===== config.mk =====
export PLATFORM = sky130hd
export DESIGN_NAME = gbb_axis
export DESIGN_NICKNAME = d
export VERILOG_FILES = /design/src/rtl/gbb_pkg.sv /design/src/rtl/gbb_axis.sv
export SDC_FILE = /design/constraint.sdc
export NUM_CORES = 1
export LEC_CHECK = 0
export BUFFER_PORTS_ARGS = -buffer_cell sky130_fd_sc_hd__buf_2
export CAP_MARGIN = 20
export CORE_UTILIZATION = 55
export CTS_CLUSTER_SIZE = 24
export DETAILED_ROUTE_END_ITERATION = 6
export PLACE_DENSITY = 0.82
export SYNTH_ARGS = -nofsm -noshare
export SYNTH_HDL_FRONTEND = slang
export SYNTH_SLANG_ARGS = --single-unit
export TNS_END_PERCENT = 20

===== constraint.sdc =====
create_clock -name clock -period 14.8 [get_ports clock]
set_input_delay 0 -clock clock [delete_from_list [all_inputs] [get_ports clock]]
set_output_delay 0 -clock clock [all_outputs]
set_load 0.05 [all_outputs]

===== src/rtl/gbb_pkg.sv =====
`default_nettype none

package gbb_pkg;

   localparam int CMD_W      = 3;
   localparam int ID_W       = 6;
   localparam int POS_W      = 16;
   localparam int HALF_W     = 15;
   localparam int NBR_W      = 64;
   localparam int LIVE_W     = 7;
   localparam int CSR_IDX_W  = 2;
   localparam int CSR_DATA_W = 5;
   localparam int UNIT_W     = 5;
   // centre +/- half extent plus ceil rounding, signed
   localparam int EXT_W      = 18;

   typedef enum logic [CMD_W-1:0] {
      CMD_INSERT  = 3'd0,
      CMD_REMOVE  = 3'd1,
      CMD_REPLACE = 3'd2,
      CMD_UPDATE  = 3'd3,
      CMD_QUERY   = 3'd4
   } cmd_type;

   typedef enum logic [CSR_IDX_W-1:0] {
      REG_COLUMNS = 2'd0,
      REG_ROWS    = 2'd1
   } csr_reg_type;

endpackage

`default_nettype wire


===== src/rtl/gbb_axis.sv =====
`default_nettype none

module gbb_axis
   import gbb_pkg::*;
#(
   parameter int UNITS     = 16,
   parameter int FRAC_BITS = 8
) (
   input  logic                    clock,
   input  logic                    en,
   input  logic signed [POS_W-1:0] pos,
   input  logic [HALF_W-1:0]       half,
   input  logic [UNIT_W-1:0]       units,
   output logic [UNITS-1:0]        hits,
   output logic                    nonempty
);

   localparam int CELL_W    = EXT_W - FRAC_BITS;
   localparam int LEN_W     = CELL_W + 1;
   localparam int RCP_SHIFT = CELL_W + UNIT_W;
   localparam int RCP_W     = RCP_SHIFT + 1;
   localparam int PROD_W    = CELL_W + RCP_W;
   localparam int QN_W      = CELL_W + UNIT_W;
   localparam int TAB_N     = 2 ** UNIT_W;
   localparam int D_W       = UNIT_W + 2;
   localparam logic signed [EXT_W-1:0] CEIL_ADD = EXT_W'((1 << FRAC_BITS) - 1);

   // reciprocal and bias residue per modulus
   logic [RCP_W-1:0]  rcp_tab  [TAB_N];
   logic [UNIT_W-1:0] bias_tab [TAB_N];

   for (genvar i = 0; i < TAB_N; i++) begin : g_tab
      localparam longint unsigned DIV  = (i == 0) ? 1 : i;
      localparam longint unsigned RCP  = ((64'd1 << RCP_SHIFT) + DIV - 1) / DIV;
      localparam longint unsigned BMOD = (64'd1 << (CELL_W - 1)) % DIV;
      assign rcp_tab[i]  = RCP_W'(RCP);
      assign bias_tab[i] = UNIT_W'(BMOD);
   end

   // stage 1: cell span
   logic signed [EXT_W-1:0]  pos_ext, half_ext, low_sum, high_sum;
   logic signed [CELL_W-1:0] lo_cell, hi_cell;
   logic [LEN_W-1:0]         span;
   logic [CELL_W-1:0]        biased;
   logic [CELL_W-1:0]        biased_s1_ff, biased_s2_ff;
   logic [LEN_W-1:0]         span_s1_ff, span_s2_ff;

   always_comb begin
      pos_ext  = {{(EXT_W-POS_W){pos[POS_W-1]}}, pos};
      half_ext = {{(EXT_W-HALF_W){1'b0}}, half};
      low_sum  = pos_ext - half_ext;
      high_sum = pos_ext + half_ext + CEIL_ADD;
      lo_cell  = low_sum[EXT_W-1:FRAC_BITS];
      hi_cell  = high_sum[EXT_W-1:FRAC_BITS];
      span     = {hi_cell[CELL_W-1], hi_cell} - {lo_cell[CELL_W-1], lo_cell};
      biased   = {~lo_cell[CELL_W-1], lo_cell[CELL_W-2:0]};
   end

   always_ff @(posedge clock) begin
      if (en) begin
         biased_s1_ff <= biased;
         span_s1_ff   <= span;
      end
   end

   // stage 2: quotient by reciprocal
   logic [PROD_W-1:0] prod;
   logic [CELL_W-1:0] quot_s2_ff;

   assign prod = PROD_W'(biased_s1_ff) * PROD_W'(rcp_tab[units]);

   always_ff @(posedge clock) begin
      if (en) begin
         quot_s2_ff   <= prod[RCP_SHIFT +: CELL_W];
         biased_s2_ff <= biased_s1_ff;
         span_s2_ff   <= span_s1_ff;
      end
   end

   // stage 3: start index modulo units
   logic [QN_W-1:0]   qn;
   logic [CELL_W-1:0] rem_wide;
   logic [UNIT_W-1:0] rem, bmod;
   logic [UNIT_W:0]   base_wide;
   logic [UNIT_W-1:0] base_s3_ff, short_s3_ff;
   logic              full_s3_ff, nonempty_s3_ff;

   always_comb begin
      qn       = QN_W'(quot_s2_ff) * QN_W'(units);
      rem_wide = biased_s2_ff - qn[CELL_W-1:0];
      rem      = rem_wide[UNIT_W-1:0];
      bmod     = bias_tab[units];
      if (rem >= bmod) begin
         base_wide = {1'b0, rem} - {1'b0, bmod};
      end else begin
         base_wide = {1'b0, rem} + {1'b0, units} - {1'b0, bmod};
      end
   end

   always_ff @(posedge clock) begin
      if (en) begin
         base_s3_ff     <= base_wide[UNIT_W-1:0];
         short_s3_ff    <= span_s2_ff[UNIT_W-1:0];
         full_s3_ff     <= (span_s2_ff >= LEN_W'(units));
         nonempty_s3_ff <= (span_s2_ff != '0);
      end
   end

   // per-unit coverage, wrapping at units
   always_comb begin
      logic [D_W-1:0] idx, offs;
      for (int c = 0; c < UNITS; c++) begin
         idx = D_W'(c);
         if (idx >= D_W'(base_s3_ff)) begin
            offs = idx - D_W'(base_s3_ff);
         end else begin
            offs = idx + D_W'(units) - D_W'(base_s3_ff);
         end
         hits[c] = (idx < D_W'(units)) && (full_s3_ff || (offs < D_W'(short_s3_ff)));
      end
   end

   assign nonempty = nonempty_s3_ff;

endmodule

`default_nettype wire


==> impl_metrics.yaml, run 1 <==
global_routing:
  overflow: 0
  grt_usage_pct: 29.00
  grt_first_pass_wirelength_um: 60460
  antenna_found_initial: 0
  grt_max_degree: 55
  grt_pass1_vias: 11940
critical_path:
  cp-start-kind: "input port"
  worstSetupPathType: "input port to flop"
  critPathRequiredTime_ns: 14.86
  crit_fanout: 40
  crit_arrival_ns: 6.89
  critPathCaptureType: "flop"
floorplanning:
  die_y_um: 161.9
  die_area_um2: 26200
  initial_utilization_pct: 55.99
  fp.dieW_um: 161.9
  io_pins: 55
  num_rows: 58
  core_area_um2: 25110
synthesis:
  synth.top_cell.area_share_pct: 20.11
  synth_ff_type: "edfxtp_1"
  synth_top_family_by_area: "adder cells"
  synthTopCellsByCount: "ha_1 (226), inv_1 (226), nand2_1 (178)"
  synth_area_um2: 14060
  async_flop_share_pct: 0
  syn_avg_cell_area_um2: 8.319
  yosys_warnings: 0
  yosysTopAreaCell: "ha_1"
  synthCells: 1690
  ys_seq_area_share_pct: 11.53
  synthAdderAreaFrac_pct: 36.92
  ys_ff_latch: 54
  synth_xor_area_share_pct: 7.280
  synth_enable_flop_cells: 54
  synth.area.mux_share_pct: 2.483
  synth.area.top_cells: "ha_1 (20%), fa_1 (17%), edfxtp_1 (12%)"
  synth.net_count: 2072
  synth_compound_area_share_pct: 18.73
  synthSimpleGateAreaFrac_pct: 14.77
  yosysUniqueCellTypes: 84
place:
  place_congestion: 1.011
  io_buffers: 54
  place_hpwl_um: 29140
layout:
  syn2layout_area_growth_pct: 4.397
  final_net_count: 2072
  antenna_cells: 0
  layout-drive-gt1-share_pct: 6.505
drt:
  wl_met1_um: 15510
  routedWlPerCell_um: 18.54
  via_per_inst: 6.040
  drtAntennaViolNets: 0
  num_vias: 12210
  first_iter_violations: 1178
  drc: 0
  top_layer: "met4"
  met3_length_um: 2539
  drtPass1Iterations: 6
  wl_met2_um: 17640
  wl_um: 37460
clock_tree:
  postCtsSetupBuffers: 0
  cts_resized: 0
  clkTransAtPathRegs_ns: 0.07
  cts_buffers: 5
  cts_tree: "done"
  clk_latency_ns: 0.30
  clock-sinks: 54
  hold_buffers: 0
  clock-root-buffer: "clkbuf_16"
  h-tree-depth: 2
  clk_path_buf_depth: 2
hold_path:
  hp-class: "input port to flop"
timing:
  hold_slack_ns: 0.1532
  max_freq_mhz: 146.4
  fin_crit_sh_pct: 46.14
  finalCriticalPeriod_ns: 6.829
  slew_headroom_pct: 17.57
  clock-skew-final_ns: 0.008469
  slew_violations: 0
  worst_slew_pin_slew_ns: 1.227
  rsz0062_at_grt: "no"
  tns_ns: 0
  finalHoldViolations: 0
  setup_viol: 0
run:
  maxCapViolCount: 0
outcome:
  status: "completed"
[worst max-delay path: stages]
cell and delay, ns:
buf_2 0.60, clkinv_1 0.73, mux2i_1 0.89, nand2_1 0.20, fa_1 0.58, inv_1 0.05
fa_1 0.52, inv_1 0.05, fa_1 0.47, inv_1 0.05, fa_1 0.52, inv_1 0.06
fa_1 0.53, inv_1 0.04, ha_1 0.28, and4_1 0.17, o21ai_0 0.14, o221ai_1 0.22
a41o_1 0.18, nand3b_1 0.13, a21boi_1 0.24, a21oi_2 0.10, xnor2_1 0.12
[worst paths after layout]
check	slack [ns]	endpoint	startpoint	cells past startpoint
worst max register to register	9.06	quot_s2_ff[4]	biased_s1_ff[3]	20
worst max-delay path	7.97	quot_s2_ff[4]	units[4]	23
worst min register to register	0.42	span_s2_ff[6]	span_s1_ff[6]	0
worst min-delay path	0.15	biased_s1_ff[8]	pos[15]	2
[final cells by class]
cell class | instances | area (µm²)
multi-input cells | 1336 | 11270
fillers | 2240 | 10430
flip-flops and latches | 54 | 1622
inverters | 232 | 873.3
well taps | 330 | 412.9
repair buffers | 61 | 322.8
clock buffers | 5 | 125.1
clock inverters | 3 | 48.80
[metal layers]
layer,vias to the layer above,track usage [%]
li1,5702,-
met1,5847,37.86
met2,538,49.12
met3,120,2.222
met4,0,12.95
met5,-,0
[per-stage QoR]
step	instance area (µm²)	utilization, %	std cells	setup slack, ns
floorplan	14060	-	1690	8.864
global placement	14500	57.76	2013	7.913
detailed placement	14500	57.76	2013	7.680
CTS	14680	58.45	2021	8.010
global route	14680	58.45	2021	7.514
finish	14680	58.45	2021	7.971
[logic make-up (layout without fill, tap and decap cells)]
family                   count (synthesis)  after routing
buffers and inverters                  300            301
AND/OR/NAND/NOR                        435            435
multiplexers                            34             34
XOR/XNOR                               116            116
adder cells (fa/ha/maj)                344            344
flip-flops                              54             54
AO/OA/AOI/OAI                          407            407
[layout by cell type (no fill, tap or decap), drive strengths merged, types with 6 or more instances in the layout]
cell / netlist / layout
a211oi: 15 / 15
a21boi: 12 / 12
a21o: 38 / 38
a21oi: 114 / 114
a221oi: 7 / 7
a22oi: 7 / 7
a311oi: 6 / 6
a31oi: 15 / 15
and2: 61 / 61
and3: 6 / 6
buf: 28 / 61
edfxtp: 54 / 54
fa: 118 / 118
ha: 226 / 226
inv: 230 / 231
mux2: 7 / 7
mux2i: 27 / 27
nand2: 180 / 180
nand2b: 17 / 17
nand3: 12 / 12
nor2: 84 / 84
nor2b: 31 / 31
nor3: 15 / 15
o211ai: 10 / 10
o21a: 16 / 16
o21ai: 111 / 111
o21bai: 6 / 6
xnor2: 82 / 82
xor2: 34 / 34
[sequential cells by signal, summed over array words and instances, names as in the netlist, 5 cells and up]
name and cells:
span_s1_ff 11, span_s2_ff 11, biased_s1_ff 10, base_s3_ff 5, biased_s2_ff 5, quot_s2_ff 5, short_s3_ff 5
Power of run 1 is not shown: default switching activity piles up to over one toggle a cycle in this logic, so the estimate is an artifact.
==> run 2: changes to the inputs <==
--- a/config.mk
+++ b/config.mk
@@ -5,12 +5,13 @@
 export SDC_FILE = /design/constraint.sdc
 export NUM_CORES = 1
 export LEC_CHECK = 0
+export ABC_AREA = 1
 export BUFFER_PORTS_ARGS = -buffer_cell sky130_fd_sc_hd__buf_2
 export CAP_MARGIN = 20
 export CORE_UTILIZATION = 55
 export CTS_CLUSTER_SIZE = 24
 export DETAILED_ROUTE_END_ITERATION = 6
-export PLACE_DENSITY = 0.82
+export PLACE_DENSITY = 0.85
 export SYNTH_ARGS = -nofsm -noshare
 export SYNTH_HDL_FRONTEND = slang
 export SYNTH_SLANG_ARGS = --single-unit
==> constraint.sdc (replaced) <==
create_clock -name clock -period 6.1 [get_ports clock]
set_input_delay 0 -clock clock [delete_from_list [all_inputs] [get_ports clock]]
set_output_delay 0 -clock clock [all_outputs]
set_load 0.05 [all_outputs]
==> run 2 against run 1 <==
Die area is 1.7% higher. Worst hold slack worse by 0.091 ns. Register-to-register slack worse by 8.5 ns. Via count is 14% higher. Non-clock buffer count is 32 higher. First-iteration DRC count is 17% lower.
==> impl_metrics.yaml, run 2 <==
synthesis:
  yosysUniqueCellTypes: 54
  synth_ff_type: "edfxtp_1"
  async_flop_share_pct: 0
  yosysTopAreaCell: "ha_1"
  synthCells: 2012
  yosys_warnings: 0
  synth.top_cell.area_share_pct: 19.77
  synth.net_count: 2394
  ys_seq_area_share_pct: 11.33
  synth_enable_flop_cells: 54
  synth_area_um2: 14310
  syn_avg_cell_area_um2: 7.110
  ys_ff_latch: 54
  synthTopCellsByCount: "nand2_1 (443), inv_1 (363), ha_1 (226)"
  yosysMostFrequentCell: "nand2_1"
  synth.area.top_cells: "ha_1 (20%), fa_1 (17%), nand2_1 (12%)"
critical_path:
  crit_arrival_ns: 5.65
  crit_buf_inv: 9
  critPathCaptureType: "flop"
  crit_fanout: 13
  cpPeakStageDelay_ns: 0.55
  cp_top_family: "adder cells"
  critPathRequiredTime_ns: 6.16
  worstSetupPathType: "input port to flop"
  cp-start-kind: "input port"
  cp_slowest_cell: "fa_1"
layout:
  final_net_count: 2453
  syn2layout_area_growth_pct: 6.612
  mostFrequentLayoutCell: "nand2_1"
  layout-drive-gt1-share_pct: 6.226
  fin_area_um2: 15250
  final_cell_mix: "nand2_1 (443), inv_1 (363), ha_1 (226), a21oi_1 (149), nor2_1 (144)"
  largestRegisters: "span_s1_ff (11), span_s2_ff (11), biased_s1_ff (10)"
  post-route-util_pct: 60.22
  antenna_cells: 0
  layout.cells.non_filler: 2402
clock_tree:
  clk_latency_ns: 0.31
  cts_tree: "done"
  clk_path_buf_depth: 2
  cts_resized: 0
  clock-sinks: 54
  clkTransAtPathRegs_ns: 0.08
  postCtsSetupBuffers: 0
  clock-root-buffer: "clkbuf_16"
  h-tree-depth: 2
  hold_buffers: 0
  cts_buffers: 5
timing:
  fin_crit_sh_pct: 91.69
  finalCriticalPeriod_ns: 5.593
  tns_ns: 0
  rsz0062_at_grt: "no"
  clock-skew-final_ns: 0.01136
  slew_headroom_pct: 37.68
  max_freq_mhz: 178.8
  worst_slew_pin_slew_ns: 0.9349
  finalHoldViolations: 0
  setup_viol: 0
  slew_violations: 0
global_routing:
  grt_usage_pct: 34.92
  grt_pass1_vias: 14000
  grt_first_pass_wirelength_um: 72130
  antenna_found_initial: 0
  overflow: 0
  grt_max_degree: 51
floorplanning:
  die_area_um2: 26660
  fp.dieW_um: 163.3
  die_y_um: 163.3
  initial_utilization_pct: 56.49
  core_area_um2: 25330
  num_rows: 58
  io_pins: 55
drt:
  wl_um: 45310
  via_per_inst: 5.801
  drtAntennaViolNets: 0
  drc: 0
  drtPass1Iterations: 6
  routedWlPerCell_um: 18.86
  first_iter_violations: 977
  num_vias: 13930
place:
  place_congestion: 1.082
  dpl.cell_count: 2394
  io_buffers: 54
  place_hpwl_um: 37280
  dpl_cell_area_um2: 15100
hold_path:
  hp-class: "input port to flop"
run:
  maxCapViolCount: 0
outcome:
  status: "completed"
[run 2: per-stage QoR]
stage	setup slack [ns]	hold WS (ns)
floorplan	0.5854	0.1125
global placement	0.2574	0.3634
detailed placement	0.2651	0.3679
CTS	0.5362	0.05716
global route	0.02245	0.04978
finish	0.5067	0.06201
[run 2: final timing paths]
path                    from       endpoint  slack, ns  depth (start not counted)
min                       en  quot_s2_ff[4]       0.06                          1
min reg2reg    span_s1_ff[2]  span_s2_ff[2]       0.41                          0
max                 units[0]  quot_s2_ff[4]       0.51                         29
max reg2reg  biased_s1_ff[9]  quot_s2_ff[4]       0.61                         20
[run 2: metal layers]
| metal | vias up | part of all wire [%] | track usage, % |
|---|---|---|---|
| li1 | 6628 | - | - |
| met1 | 6521 | 38 | 40.17 |
| met2 | 602 | 48 | 61.04 |
| met3 | 182 | 5.9 | 3.733 |
| met4 | 0 | 7.7 | 23.49 |
| met5 | - | 0 | 0 |
[run 2: area by class of cell]
cell class | instances | area, µm²
clock inverter | 3 | 28.78
timing repair buffer | 93 | 563.0
tap | 330 | 412.9
sequential | 54 | 1622
clock buffer | 5 | 125.1
inverter | 370 | 1389
fill | 2360 | 10070
multi-input combinational | 1547 | 11110
[run 2: cells by family (layout without fill, tap and decap cells)]
family | Yosys count | in the layout | share of synthesized area (%)
muxes | 2 | 2 | 0.1487
and+or+nand+nor | 736 | 736 | 21.11
AOI/OAI and AO/OA | 374 | 374 | 14.56
xor gates and xnor gates | 91 | 91 | 5.571
adders and majority gates | 344 | 344 | 36.28
DFF | 54 | 54 | 11.33
buffers and inverters | 411 | 471 | 10.99
[run 2: worst reg2reg max path, cell delays in order, from the launching register on]
cell and delay (ns):
edfxtp_1 0.54, inv_1 0.26, nor2_1 0.12, fa_1 0.54
inv_1 0.06, fa_1 0.51, fa_1 0.56, inv_1 0.06
fa_1 0.53, inv_1 0.07, fa_1 0.53, inv_1 0.05
ha_1 0.36, nand2_1 0.14, nor3_1 0.29, nand2_1 0.09
nor4_1 0.19, nand3_1 0.11, nand2_1 0.10, nand3b_1 0.10
nand2_1 0.06
Power of run 2 is left out for the same reason.
